### src/rtl/tdwq_pkg.sv
`timescale 1ns / 1ps
// Shared types and constants of the tick delay wait queue.
// Depends on nothing; every other file of the block depends on it.
package tdwq_pkg;

   localparam int SLOTS        = 32;
   localparam int SLOT_BITS    = $clog2(SLOTS);
   localparam int SLOT_CNT_BITS = $clog2(SLOTS + 1);
   localparam int TASK_ID_BITS = 8;
   localparam int TICK_BITS    = 32;
   localparam int CMD_BITS     = 2;
   localparam int Q_DEPTH      = 2;
   localparam int Q_PTR_BITS   = $clog2(Q_DEPTH);
   localparam int Q_CNT_BITS   = $clog2(Q_DEPTH + 1);

   localparam logic [CMD_BITS-1:0] CMD_TICK      = 2'd0;
   localparam logic [CMD_BITS-1:0] CMD_QUERY     = 2'd1;
   localparam logic [CMD_BITS-1:0] CMD_DELAY_REL = 2'd2;
   localparam logic [CMD_BITS-1:0] CMD_DELAY_ABS = 2'd3;

   localparam logic KIND_TIME_REPLY = 1'b0;
   localparam logic KIND_WAKE_UP    = 1'b1;

   typedef enum logic [1:0] {
      OP_TICK,
      OP_QUERY,
      OP_DELAY
   } op_type;

   typedef enum logic {
      ST_IDLE,
      ST_SCAN
   } state_type;

   typedef struct packed {
      op_type                  op;
      logic                    relative;
      logic [TASK_ID_BITS-1:0] requester;
      logic [TICK_BITS-1:0]    amount;
   } item_type;

endpackage

### src/rtl/tdwq_req_if.sv
`timescale 1ns / 1ps
// Request channel of the tick delay wait queue: valid, ready and one item.
// Depends on tdwq_pkg for the field widths.
interface tdwq_req_if;
   logic                                valid;
   logic                                ready;
   logic [tdwq_pkg::CMD_BITS-1:0]       command;
   logic [tdwq_pkg::TASK_ID_BITS-1:0]   requester;
   logic [tdwq_pkg::TICK_BITS-1:0]      amount;

   modport source (output valid, output command, output requester, output amount,
                   input ready);
   modport sink   (input valid, input command, input requester, input amount,
                   output ready);
endinterface

### src/rtl/tdwq_rsp_if.sv
`timescale 1ns / 1ps
// Result channel of the tick delay wait queue: valid, ready and one item.
// Depends on tdwq_pkg for the field widths.
interface tdwq_rsp_if;
   logic                                valid;
   logic                                ready;
   logic                                kind;
   logic [tdwq_pkg::TASK_ID_BITS-1:0]   task_id;
   logic [tdwq_pkg::TICK_BITS-1:0]      tick_value;
   logic                                last;

   modport source (output valid, output kind, output task_id, output tick_value,
                   output last, input ready);
   modport sink   (input valid, input kind, input task_id, input tick_value,
                   input last, output ready);
endinterface

### src/rtl/tick_delay_wait_queue_top.sv
`timescale 1ns / 1ps
// Top level of the tick delay wait queue: front end, item queue, execution unit.
// Depends on tdwq_pkg, tdwq_req_if, tdwq_rsp_if, tdwq_front, tdwq_queue, tdwq_back.
// A time query passes the front register, the item queue and the result register;
// delays give no result. A tick scans one slot per cycle unless results stall; up to
// three further items are taken meanwhile before the input stalls.
// Synchronous reset clears the count, all valid bits and restores the free slot list.
module tick_delay_wait_queue_top (
   input  logic       clock,
   input  logic       reset,
   tdwq_req_if.sink   req_ch,
   tdwq_rsp_if.source rsp_ch
);
   import tdwq_pkg::*;

   logic     fr_valid;
   logic     fr_ready;
   item_type fr_item;
   logic     q_valid;
   logic     q_ready;
   item_type q_item;

   tdwq_front u_front (
      .clock     (clock),
      .reset     (reset),
      .req_ch    (req_ch),
      .out_valid (fr_valid),
      .out_item  (fr_item),
      .out_ready (fr_ready)
   );

   tdwq_queue u_queue (
      .clock     (clock),
      .reset     (reset),
      .in_valid  (fr_valid),
      .in_item   (fr_item),
      .in_ready  (fr_ready),
      .out_valid (q_valid),
      .out_item  (q_item),
      .out_ready (q_ready)
   );

   tdwq_back u_back (
      .clock    (clock),
      .reset    (reset),
      .in_valid (q_valid),
      .in_item  (q_item),
      .in_ready (q_ready),
      .rsp_ch   (rsp_ch)
   );

endmodule

### src/rtl/tdwq_front.sv
`timescale 1ns / 1ps
// Front end: accepts request items, decodes the command and registers the item.
// Depends on tdwq_pkg and tdwq_req_if.
module tdwq_front (
   input  logic               clock,
   input  logic               reset,
   tdwq_req_if.sink           req_ch,
   output logic               out_valid,
   output tdwq_pkg::item_type out_item,
   input  logic               out_ready
);
   import tdwq_pkg::*;

   logic     vld_ff;
   logic     vld_in;
   item_type item_ff;
   item_type item_in;
   logic     take;

   assign req_ch.ready = !vld_ff || out_ready;
   assign take         = req_ch.valid && req_ch.ready;
   assign vld_in       = take || (vld_ff && !out_ready);

   always_comb begin
      item_in.requester = req_ch.requester;
      item_in.amount    = req_ch.amount;
      item_in.relative  = 1'b0;
      case (req_ch.command)
         CMD_TICK: begin
            item_in.op = OP_TICK;
         end
         CMD_QUERY: begin
            item_in.op = OP_QUERY;
         end
         CMD_DELAY_REL: begin
            item_in.op       = OP_DELAY;
            item_in.relative = 1'b1;
         end
         default: begin
            item_in.op = OP_DELAY;
         end
      endcase
   end

   always_ff @(posedge clock) begin
      if (reset) begin
         vld_ff <= 1'b0;
      end else begin
         vld_ff <= vld_in;
      end
   end

   always_ff @(posedge clock) begin
      if (take) begin
         item_ff <= item_in;
      end
   end

   assign out_valid = vld_ff;
   assign out_item  = item_ff;

endmodule

### src/rtl/tdwq_queue.sv
`timescale 1ns / 1ps
// Short FIFO of decoded items between the front end and the execution unit.
// Depends on tdwq_pkg.
module tdwq_queue (
   input  logic               clock,
   input  logic               reset,
   input  logic               in_valid,
   input  tdwq_pkg::item_type in_item,
   output logic               in_ready,
   output logic               out_valid,
   output tdwq_pkg::item_type out_item,
   input  logic               out_ready
);
   import tdwq_pkg::*;

   item_type                entry_ff [Q_DEPTH];
   logic [Q_PTR_BITS-1:0]   wr_ptr_ff;
   logic [Q_PTR_BITS-1:0]   wr_ptr_in;
   logic [Q_PTR_BITS-1:0]   rd_ptr_ff;
   logic [Q_PTR_BITS-1:0]   rd_ptr_in;
   logic [Q_CNT_BITS-1:0]   count_ff;
   logic [Q_CNT_BITS-1:0]   count_in;
   logic                    push;
   logic                    pop;

   assign in_ready  = count_ff != Q_CNT_BITS'(Q_DEPTH);
   assign out_valid = count_ff != '0;
   assign out_item  = entry_ff[rd_ptr_ff];
   assign push      = in_valid && in_ready;
   assign pop       = out_valid && out_ready;

   always_comb begin
      wr_ptr_in = wr_ptr_ff;
      rd_ptr_in = rd_ptr_ff;
      count_in  = count_ff;
      if (push) begin
         wr_ptr_in = (wr_ptr_ff == Q_PTR_BITS'(Q_DEPTH - 1)) ? '0 : wr_ptr_ff + 1'b1;
      end
      if (pop) begin
         rd_ptr_in = (rd_ptr_ff == Q_PTR_BITS'(Q_DEPTH - 1)) ? '0 : rd_ptr_ff + 1'b1;
      end
      if (push && !pop) begin
         count_in = count_ff + 1'b1;
      end else if (pop && !push) begin
         count_in = count_ff - 1'b1;
      end
   end

   always_ff @(posedge clock) begin
      if (reset) begin
         wr_ptr_ff <= '0;
         rd_ptr_ff <= '0;
         count_ff  <= '0;
      end else begin
         wr_ptr_ff <= wr_ptr_in;
         rd_ptr_ff <= rd_ptr_in;
         count_ff  <= count_in;
      end
   end

   always_ff @(posedge clock) begin
      if (push) begin
         entry_ff[wr_ptr_ff] <= in_item;
      end
   end

endmodule

### src/rtl/tdwq_back.sv
`timescale 1ns / 1ps
// Execution unit: tick count, wait slot table, free slot list, slot scan on a
// tick and the registered result stage. Depends on tdwq_pkg and tdwq_rsp_if.
module tdwq_back (
   input  logic               clock,
   input  logic               reset,
   input  logic               in_valid,
   input  tdwq_pkg::item_type in_item,
   output logic               in_ready,
   tdwq_rsp_if.source         rsp_ch
);
   import tdwq_pkg::*;

   state_type                 st_ff;
   state_type                 st_in;
   logic [TICK_BITS-1:0]      tick_ff;
   logic [TICK_BITS-1:0]      tick_in;

   logic [TASK_ID_BITS-1:0]   task_mem [SLOTS];
   logic [TICK_BITS-1:0]      deadline_mem [SLOTS];
   logic [SLOTS-1:0]          slot_valid_ff;
   logic [SLOT_BITS-1:0]      free_fifo_ff [SLOTS];
   logic [SLOT_BITS-1:0]      free_rd_ptr_ff;
   logic [SLOT_BITS-1:0]      free_wr_ptr_ff;
   logic [SLOT_CNT_BITS-1:0]  free_count_ff;
   logic [SLOT_BITS-1:0]      alloc_slot;
   logic [TICK_BITS-1:0]      alloc_deadline;

   logic [SLOT_CNT_BITS-1:0]  scan_idx_ff;
   logic                      cmp_vld_ff;
   logic [SLOT_BITS-1:0]      cmp_idx_ff;
   logic [TASK_ID_BITS-1:0]   rd_task_ff;
   logic [TICK_BITS-1:0]      rd_deadline_ff;
   logic                      hold_vld_ff;
   logic [TASK_ID_BITS-1:0]   hold_task_ff;

   logic                      rsp_vld_ff;
   logic                      rsp_vld_in;
   logic                      rsp_kind_ff;
   logic [TASK_ID_BITS-1:0]   rsp_task_ff;
   logic [TICK_BITS-1:0]      rsp_tick_ff;
   logic                      rsp_last_ff;

   logic rsp_free;
   logic match;
   logic scan_done;
   logic pop;
   logic start_tick;
   logic alloc;
   logic load_query;
   logic emit_mid;
   logic emit_end;
   logic finish;
   logic release_slot;
   logic advance;

   assign rsp_free  = !rsp_vld_ff || rsp_ch.ready;
   assign match     = cmp_vld_ff && slot_valid_ff[cmp_idx_ff] && (rd_deadline_ff <= tick_ff);
   assign scan_done = (scan_idx_ff == SLOT_CNT_BITS'(SLOTS)) && !cmp_vld_ff;
   assign alloc_slot     = free_fifo_ff[free_rd_ptr_ff];
   assign alloc_deadline = in_item.relative ? tick_ff + in_item.amount : in_item.amount;

   always_comb begin
      st_in = st_ff;
      case (st_ff)
         ST_IDLE: begin
            if (in_valid && in_item.op == OP_TICK) begin
               st_in = ST_SCAN;
            end
         end
         ST_SCAN: begin
            if (scan_done && (!hold_vld_ff || rsp_free)) begin
               st_in = ST_IDLE;
            end
         end
         default: begin
            st_in = ST_IDLE;
         end
      endcase
   end

   always_comb begin
      pop          = 1'b0;
      start_tick   = 1'b0;
      alloc        = 1'b0;
      load_query   = 1'b0;
      emit_mid     = 1'b0;
      emit_end     = 1'b0;
      finish       = 1'b0;
      release_slot = 1'b0;
      advance      = 1'b0;
      case (st_ff)
         ST_IDLE: begin
            if (in_valid) begin
               case (in_item.op)
                  OP_TICK: begin
                     pop        = 1'b1;
                     start_tick = 1'b1;
                  end
                  OP_QUERY: begin
                     pop        = rsp_free;
                     load_query = rsp_free;
                  end
                  default: begin
                     pop   = 1'b1;
                     alloc = free_count_ff != '0;
                  end
               endcase
            end
         end
         ST_SCAN: begin
            emit_mid     = match && hold_vld_ff && rsp_free;
            release_slot = match && (!hold_vld_ff || rsp_free);
            advance      = !scan_done && (!match || !hold_vld_ff || rsp_free);
            emit_end     = scan_done && hold_vld_ff && rsp_free;
            finish       = scan_done && (!hold_vld_ff || rsp_free);
         end
         default: begin
         end
      endcase
   end

   assign in_ready   = pop;
   assign tick_in    = start_tick ? tick_ff + 1'b1 : tick_ff;
   assign rsp_vld_in = (load_query || emit_mid || emit_end) || (rsp_vld_ff && !rsp_ch.ready);

   always_ff @(posedge clock) begin
      if (reset) begin
         st_ff         <= ST_IDLE;
         tick_ff       <= '0;
         slot_valid_ff <= '0;
         free_rd_ptr_ff <= '0;
         free_wr_ptr_ff <= '0;
         free_count_ff <= SLOT_CNT_BITS'(SLOTS);
         for (int i = 0; i < SLOTS; i++) begin
            free_fifo_ff[i] <= SLOT_BITS'(i);
         end
         scan_idx_ff   <= '0;
         cmp_vld_ff    <= 1'b0;
         hold_vld_ff   <= 1'b0;
         rsp_vld_ff    <= 1'b0;
      end else begin
         st_ff      <= st_in;
         tick_ff    <= tick_in;
         rsp_vld_ff <= rsp_vld_in;
         if (alloc) begin
            slot_valid_ff[alloc_slot] <= 1'b1;
            free_rd_ptr_ff <= (free_rd_ptr_ff == SLOT_BITS'(SLOTS - 1)) ?
                              '0 : free_rd_ptr_ff + 1'b1;
            free_count_ff  <= free_count_ff - 1'b1;
         end
         if (release_slot) begin
            slot_valid_ff[cmp_idx_ff] <= 1'b0;
            if (free_count_ff != SLOT_CNT_BITS'(SLOTS)) begin
               free_fifo_ff[free_wr_ptr_ff] <= cmp_idx_ff;
               free_wr_ptr_ff <= (free_wr_ptr_ff == SLOT_BITS'(SLOTS - 1)) ?
                                 '0 : free_wr_ptr_ff + 1'b1;
               free_count_ff  <= free_count_ff + 1'b1;
            end
         end
         if (start_tick) begin
            scan_idx_ff <= '0;
            cmp_vld_ff  <= 1'b0;
            hold_vld_ff <= 1'b0;
         end
         if (advance) begin
            cmp_vld_ff <= scan_idx_ff < SLOT_CNT_BITS'(SLOTS);
            if (scan_idx_ff < SLOT_CNT_BITS'(SLOTS)) begin
               scan_idx_ff <= scan_idx_ff + 1'b1;
            end
         end
         if (release_slot) begin
            hold_vld_ff <= 1'b1;
         end else if (finish) begin
            hold_vld_ff <= 1'b0;
         end
      end
   end

   always_ff @(posedge clock) begin
      if (advance) begin
         cmp_idx_ff <= scan_idx_ff[SLOT_BITS-1:0];
      end
      if (release_slot) begin
         hold_task_ff <= rd_task_ff;
      end
   end

   always_ff @(posedge clock) begin
      if (alloc) begin
         task_mem[alloc_slot]     <= in_item.requester;
         deadline_mem[alloc_slot] <= alloc_deadline;
      end
      if (advance && scan_idx_ff < SLOT_CNT_BITS'(SLOTS)) begin
         rd_task_ff     <= task_mem[scan_idx_ff[SLOT_BITS-1:0]];
         rd_deadline_ff <= deadline_mem[scan_idx_ff[SLOT_BITS-1:0]];
      end
   end

   always_ff @(posedge clock) begin
      if (load_query) begin
         rsp_kind_ff <= KIND_TIME_REPLY;
         rsp_task_ff <= in_item.requester;
         rsp_tick_ff <= tick_ff;
         rsp_last_ff <= 1'b1;
      end else if (emit_mid || emit_end) begin
         rsp_kind_ff <= KIND_WAKE_UP;
         rsp_task_ff <= hold_task_ff;
         rsp_tick_ff <= tick_ff;
         rsp_last_ff <= emit_end;
      end
   end

   assign rsp_ch.valid      = rsp_vld_ff;
   assign rsp_ch.kind       = rsp_kind_ff;
   assign rsp_ch.task_id    = rsp_task_ff;
   assign rsp_ch.tick_value = rsp_tick_ff;
   assign rsp_ch.last       = rsp_last_ff;

endmodule

### src/flat_wrapper.sv
// flat-port wrapper written by rule: the top's interface ports become plain ports
module tick_delay_wait_queue_top_flat import tdwq_pkg::*;
  (clock, reset, req_ch_valid, req_ch_command, req_ch_requester, req_ch_amount, req_ch_ready, rsp_ch_valid, rsp_ch_kind, rsp_ch_task_id, rsp_ch_tick_value, rsp_ch_last, rsp_ch_ready);
  tdwq_req_if req_ch_i ();
  tdwq_rsp_if rsp_ch_i ();
  input  logic clock;
  input  logic reset;
  input wire logic [$bits(req_ch_i.valid)-1:0] req_ch_valid;
  input wire logic [$bits(req_ch_i.command)-1:0] req_ch_command;
  input wire logic [$bits(req_ch_i.requester)-1:0] req_ch_requester;
  input wire logic [$bits(req_ch_i.amount)-1:0] req_ch_amount;
  output wire logic [$bits(req_ch_i.ready)-1:0] req_ch_ready;
  output wire logic [$bits(rsp_ch_i.valid)-1:0] rsp_ch_valid;
  output wire logic [$bits(rsp_ch_i.kind)-1:0] rsp_ch_kind;
  output wire logic [$bits(rsp_ch_i.task_id)-1:0] rsp_ch_task_id;
  output wire logic [$bits(rsp_ch_i.tick_value)-1:0] rsp_ch_tick_value;
  output wire logic [$bits(rsp_ch_i.last)-1:0] rsp_ch_last;
  input wire logic [$bits(rsp_ch_i.ready)-1:0] rsp_ch_ready;
  assign req_ch_i.valid = req_ch_valid;
  assign req_ch_i.command = req_ch_command;
  assign req_ch_i.requester = req_ch_requester;
  assign req_ch_i.amount = req_ch_amount;
  assign req_ch_ready = req_ch_i.ready;
  assign rsp_ch_valid = rsp_ch_i.valid;
  assign rsp_ch_kind = rsp_ch_i.kind;
  assign rsp_ch_task_id = rsp_ch_i.task_id;
  assign rsp_ch_tick_value = rsp_ch_i.tick_value;
  assign rsp_ch_last = rsp_ch_i.last;
  assign rsp_ch_i.ready = rsp_ch_ready;
  tick_delay_wait_queue_top u_core (.clock(clock), .reset(reset), .req_ch(req_ch_i), .rsp_ch(rsp_ch_i));
endmodule
### config.mk
export PLATFORM = sky130hd
export DESIGN_NAME = tick_delay_wait_queue_top_flat
export DESIGN_NICKNAME = d
export VERILOG_FILES = /design/src/rtl/tdwq_pkg.sv /design/src/rtl/tdwq_req_if.sv /design/src/rtl/tdwq_rsp_if.sv /design/src/rtl/tick_delay_wait_queue_top.sv /design/src/rtl/tdwq_front.sv /design/src/rtl/tdwq_queue.sv /design/src/rtl/tdwq_back.sv /design/src/flat_wrapper.sv
export SDC_FILE = /design/constraint.sdc
export NUM_CORES = 2
export LEC_CHECK = 0
export ABC_AREA = 1
export ABC_CLOCK_PERIOD_IN_PS = 10790
export BUFFER_PORTS_ARGS = -buffer_cell sky130_fd_sc_hd__buf_2
export CAP_MARGIN = 20
export CORE_UTILIZATION = 35
export DETAILED_ROUTE_END_ITERATION = 16
export PLACE_DENSITY = 0.49
export RECOVER_POWER = 100
export SLEW_MARGIN = 0
export SYNTH_ARGS = -nofsm -noshare
export SYNTH_HDL_FRONTEND = slang
export SYNTH_SLANG_ARGS = --single-unit
### constraint.sdc
create_clock -name clock -period 10.79 [get_ports clock]
set_input_delay 1.079 -clock clock [delete_from_list [all_inputs] [get_ports clock]]
set_output_delay 1.079 -clock clock [all_outputs]
set_load 0.03 [all_outputs]
==> impl_summary.log <==
[metrics] outcome: complete, but fails checks
[metrics] failing checks: max-capacitance violations, max-slew violations
[metrics] most common cell after layout, fill and taps aside: sky130_fd_sc_hd__edfxtp_1
[metrics] met2 GRT Util: 34.14%
[metrics] Gates resized, CTS repair: 0
[metrics] post-detailed-placement half-perimeter wirelength: roughly 130 mm
[metrics] number of primary I/O pins: 90
[metrics] Tcrit/Tclk final: 68.09%
[metrics] hold_buf cts: 0
[metrics] compound-gate portion of the synthesized area: 10.10%
[metrics] core outline area: ~0.21 mm^2
[metrics] sum of overflow across all layers after global routing: 0
[metrics] maximum clock skew at final layout: approximately 0.076 ns
[metrics] vias in the first global route: between 40000 and 50000
[metrics] most used routing layer in global routing: met2
[metrics] remaining max-slew budget at the tightest pin: -134.1%
[metrics] proportion of power drawn by combinational gates: between 20% and 30%
[metrics] main combinational cell family by area after synthesis: simple AND/OR/NAND/NOR gates
[metrics] worst-skew pair later-pin latency: 0.85 ns
[metrics] multi-input combinational cell area: 0.01839 mm^2
[metrics] DRC violations left: 0
[metrics] family with the most delay on the worst path: buffers and inverters
[metrics] number of storage elements in the synthesis netlist: between 1500 and 2000
[metrics] Layout area overhead: 13.13%
[metrics] Max VDD drop: between 0.15 and 0.2 mV
[metrics] start-to-end type of the worst setup path: flop to flop
[metrics] number of standard cells after synthesis: 6191
[metrics] Distinct cells, synth: 51
[metrics] Routability Congestion: 0.8804
[metrics] fraction of post-synthesis cell area in the top cell type by area: between 60% and 70%
[metrics] Int Power: roughly 14000 uW
[metrics] fill count: 19600
[metrics] YS warnings: 0
[metrics] routed wire length: 238.0 mm
[metrics] ys flop type: sky130_fd_sc_hd__edfxtp_1
[metrics] H-tree levels: 4
[metrics] number of enable-type register cells in the synthesized netlist: roughly 1700
[metrics] critical path's slowest cell: sky130_fd_sc_hd__clkbuf_1
[metrics] Crit path buffers/inverters: 5
[metrics] DR iter-0 viols: around 5600
[metrics] router iterations before antenna repair: 5
[metrics] overall die width: between 400 and 500 um
[metrics] setup repair after global routing missed its margin: false
[metrics] post-synthesis instance area: 0.07273 mm^2
[metrics] Clock Pin Slew Worst Setup and Hold Paths: approximately 0.060 ns
[metrics] Syn Nets: about 6300
[metrics] initial core utilization: 35.37%
[metrics] Worst EP required: 11.27 ns
[metrics] critical path cell sequence: clkbuf_1 -> o21ai_0 -> nor2_1 -> inv_1 -> nor2_1 -> inv_1 -> nor3_1 -> nand2_1 -> clkinvlp_2 -> buf_4
[metrics] power density of the placed cells: 245.8 mW/mm^2
[metrics] Mapped Avg Cell Area: 11.75 um^2
[metrics] TritonCTS Sinks: 1765
[metrics] proportion of synthesized chip area in sequential cells: 71.45%
[metrics] critical path fanouts, max: 37
[metrics] wire length of the first global-routing pass: 340.8 mm
[metrics] area used by sequential logic in the layout: between 0.05 and 0.06 mm^2
[metrics] total vias in the final route: 49820
[metrics] net switching fraction of the power: 33.00%
[metrics] Max-cap violations: 41
[metrics] sum of negative setup slack: 0 ns
[metrics] number of failing hold endpoints at the final stage: 0
[metrics] final antenna-violating net count: 0
[metrics] post-CTS setup repair buffer count: 0
[metrics] Psw: 6674 uW
[metrics] adder and majority cell fraction of the synthesized area: roughly 1.4%
[metrics] Reg power frac: 45.1%
[metrics] area share of xor/xnor cells in the synthesized design: less than 1%
[metrics] Port Buffers: 89
[metrics] library cell used as clock root buffer: sky130_fd_sc_hd__clkbuf_16
[metrics] leakage power figure: 0.02794 uW
[metrics] share of layout cells above drive strength 1: 7.215%
[metrics] dominant cell type by area after synthesis: sky130_fd_sc_hd__edfxtp_1
[metrics] share of flip-flops with an asynchronous set or reset after synthesis: 0%
[metrics] overall die area: 0.2096 mm^2
[metrics] commonest cells after routing, fill and taps aside: sky130_fd_sc_hd__edfxtp_1 (1662), sky130_fd_sc_hd__nand2_1 (1023), sky130_fd_sc_hd__nor2_1 (888)
[metrics] y dimension of the die: 457.9 um
[metrics] routed vias/inst: approximately 5.5
[metrics] row cnt: 166
[metrics] worst slew pin tran: 3.512 ns
[metrics] Clock Power Share: 32.3%
[metrics] Worst setup EP type: flop
[metrics] final period demand of the worst path: 7.347 ns
[metrics] Final nets: 6363
[metrics] Max Transition Viols Final: 1437
[metrics] pin count of the biggest net entering global routing: 156
[metrics] M3 GR Usage: under 10%
[metrics] Post-Synth Simple-Gate Area: 13.33%
[metrics] biggest area contributors in the synthesized netlist: sky130_fd_sc_hd__edfxtp_1 (69%), sky130_fd_sc_hd__nand2_1 (5.3%), sky130_fd_sc_hd__o21ai_0 (5.0%), sky130_fd_sc_hd__nor2_1 (4.6%), sky130_fd_sc_hd__dfxtp_1 (2.8%)
[metrics] startpoint types: flop
[metrics] overall power of the completed layout: about 20000 uW
[metrics] number of endpoints failing setup at the final stage: 0
[metrics] total routing resource utilization after global routing: 22.29%
[metrics] number of CTS-inserted buffers: 191
[metrics] worst hold path type: input pin to flop
[metrics] met1 GRT Util: roughly 33%
[metrics] delay of the slowest cell on the worst path: about 1.4 ns
[metrics] hold_ws: 0.4060 ns
[metrics] mux cell area share after synthesis: 0%
[metrics] CTS tree: yes
[metrics] number of buffers between clock root and the deepest sink: 3
[metrics] antenna violations before repair: 12
[metrics] Fmax: 0.1361 GHz
[metrics] average wire per standard cell: approximately 26 um
[metrics] arrival time worst endpoint: between 7 and 8 ns
-- registers in the layout, summed over array words and instances (netlist names), 5 cells and up, named ones only --
name / count
u_core.u_back.deadline_mem: 1024
u_core.u_back.task_mem: 256
u_core.u_back.free_fifo_ff: 160
u_core.u_queue.entry_ff: 86
u_core.u_front.out_item: 43
u_core.u_back.rd_deadline_ff: 32
u_core.u_back.rsp_ch.tick_value: 32
u_core.u_back.slot_valid_ff: 32
u_core.u_back.tick_ff: 32
u_core.u_back.hold_task_ff: 8
u_core.u_back.rd_task_ff: 8
u_core.u_back.rsp_ch.task_id: 8
u_core.u_back.free_count_ff: 6
u_core.u_back.scan_idx_ff: 6
u_core.u_back.cmp_idx_ff: 5
u_core.u_back.free_rd_ptr_ff: 5
u_core.u_back.free_wr_ptr_ff: 5
-- power groups by stage --
stage               Combinational [uW]  Sequential (uW)  Clock (uW)
detailed placement                4640             9230           0
finish                            4560             9130        6540
floorplan                         2570             9160           0
CTS                               4650             9090        6640
global route                      4940             9170        6900
global placement                  4590             9230           0
-- worst reg2reg max path: stages, from the launching register on --
cell and delay [ns]:
sky130_fd_sc_hd__dfxtp_1 0.50, sky130_fd_sc_hd__clkbuf_1 1.35, sky130_fd_sc_hd__o21ai_0 0.71, sky130_fd_sc_hd__nor2_1 0.30, sky130_fd_sc_hd__inv_1 0.10, sky130_fd_sc_hd__nor2_1 0.67, sky130_fd_sc_hd__inv_1 0.44, sky130_fd_sc_hd__nor3_1 0.87
sky130_fd_sc_hd__nand2_1 0.22, sky130_fd_sc_hd__clkinvlp_2 1.10, sky130_fd_sc_hd__buf_4 0.71
-- per-stage QoR --
| stage | setup slack (ns) | instance area, um^2 | utilization, % | instances |
|---|---|---|---|---|
| final | 3.443 | 82290 | 40.02 | 9094 |
| after global routing | 2.891 | 82280 | 40.01 | 9091 |
| after CTS | 5.921 | 82720 | 40.23 | 9079 |
| after detailed placement | 5.964 | 76470 | 37.19 | 8722 |
| after global placement | 5.989 | 76360 | 37.14 | 8716 |
| after floorplan | 5.869 | 72730 | - | 6191 |
-- area by class of cell --
cell class              count  share of cell area (%)
diodes                      3                0.009123
well taps                2688                   4.087
clock inverters           127                   1.542
multi-input cells        3808                   22.35
repair buffers            234                   1.642
flip-flops and latches   1765                   63.16
clock buffers             230                   6.049
inverters                 239                   1.157
-- routing by layer --
| layer | vias up | wire length, um |
|---|---|---|
| met5 | - | 36 |
| met4 | 6 | 6102 |
| met3 | 337 | 16580 |
| met2 | 1874 | 106700 |
| met1 | 25149 | 108700 |
| li1 | 22454 | - |
-- cell usage after synthesis (all sizes together) (7+ instances only) --
library cell / count
a211oi: 40
a21oi: 146
a221oi: 38
a31oi: 13
buf: 60
clkbuf: 319
dfxtp: 103
edfxtp: 1662
ha: 77
inv: 236
nand2: 1025
nand3: 240
nand4: 91
nor2: 894
nor3: 95
nor4: 13
o21ai: 735
o22ai: 322
or2: 7
xnor2: 9
xor2: 30
-- path summary, 6_finish.rpt --
kind / start / end / slack, ns / cells after the start
worst max-delay path: flop / u_core.u_back.deadline_mem[3][13]$_DFFE_PP_ / 3.44 / 10
worst min-delay path: req_ch_requester[6] / u_core.u_front.out_item[38]$_DFFE_PP_ / 0.41 / 1
worst max register to register: flop / u_core.u_back.deadline_mem[3][13]$_DFFE_PP_ / 3.44 / 10
worst min register to register: u_core.u_back.rd_task_ff[3]$_DFFE_PP_ / u_core.u_back.hold_task_ff[3]$_DFFE_PN_ / 0.42 / 0
-- cell families after synthesis --
kind of cell,Yosys count
AO/OA/AOI/OAI,1319
XOR/XNOR,39
flip-flops,1765
AND/OR/NAND/NOR,2372
buffers and inverters,618
adder cells (fa/ha/maj),78
No activity file was read; power rests on OpenSTA's default activity.
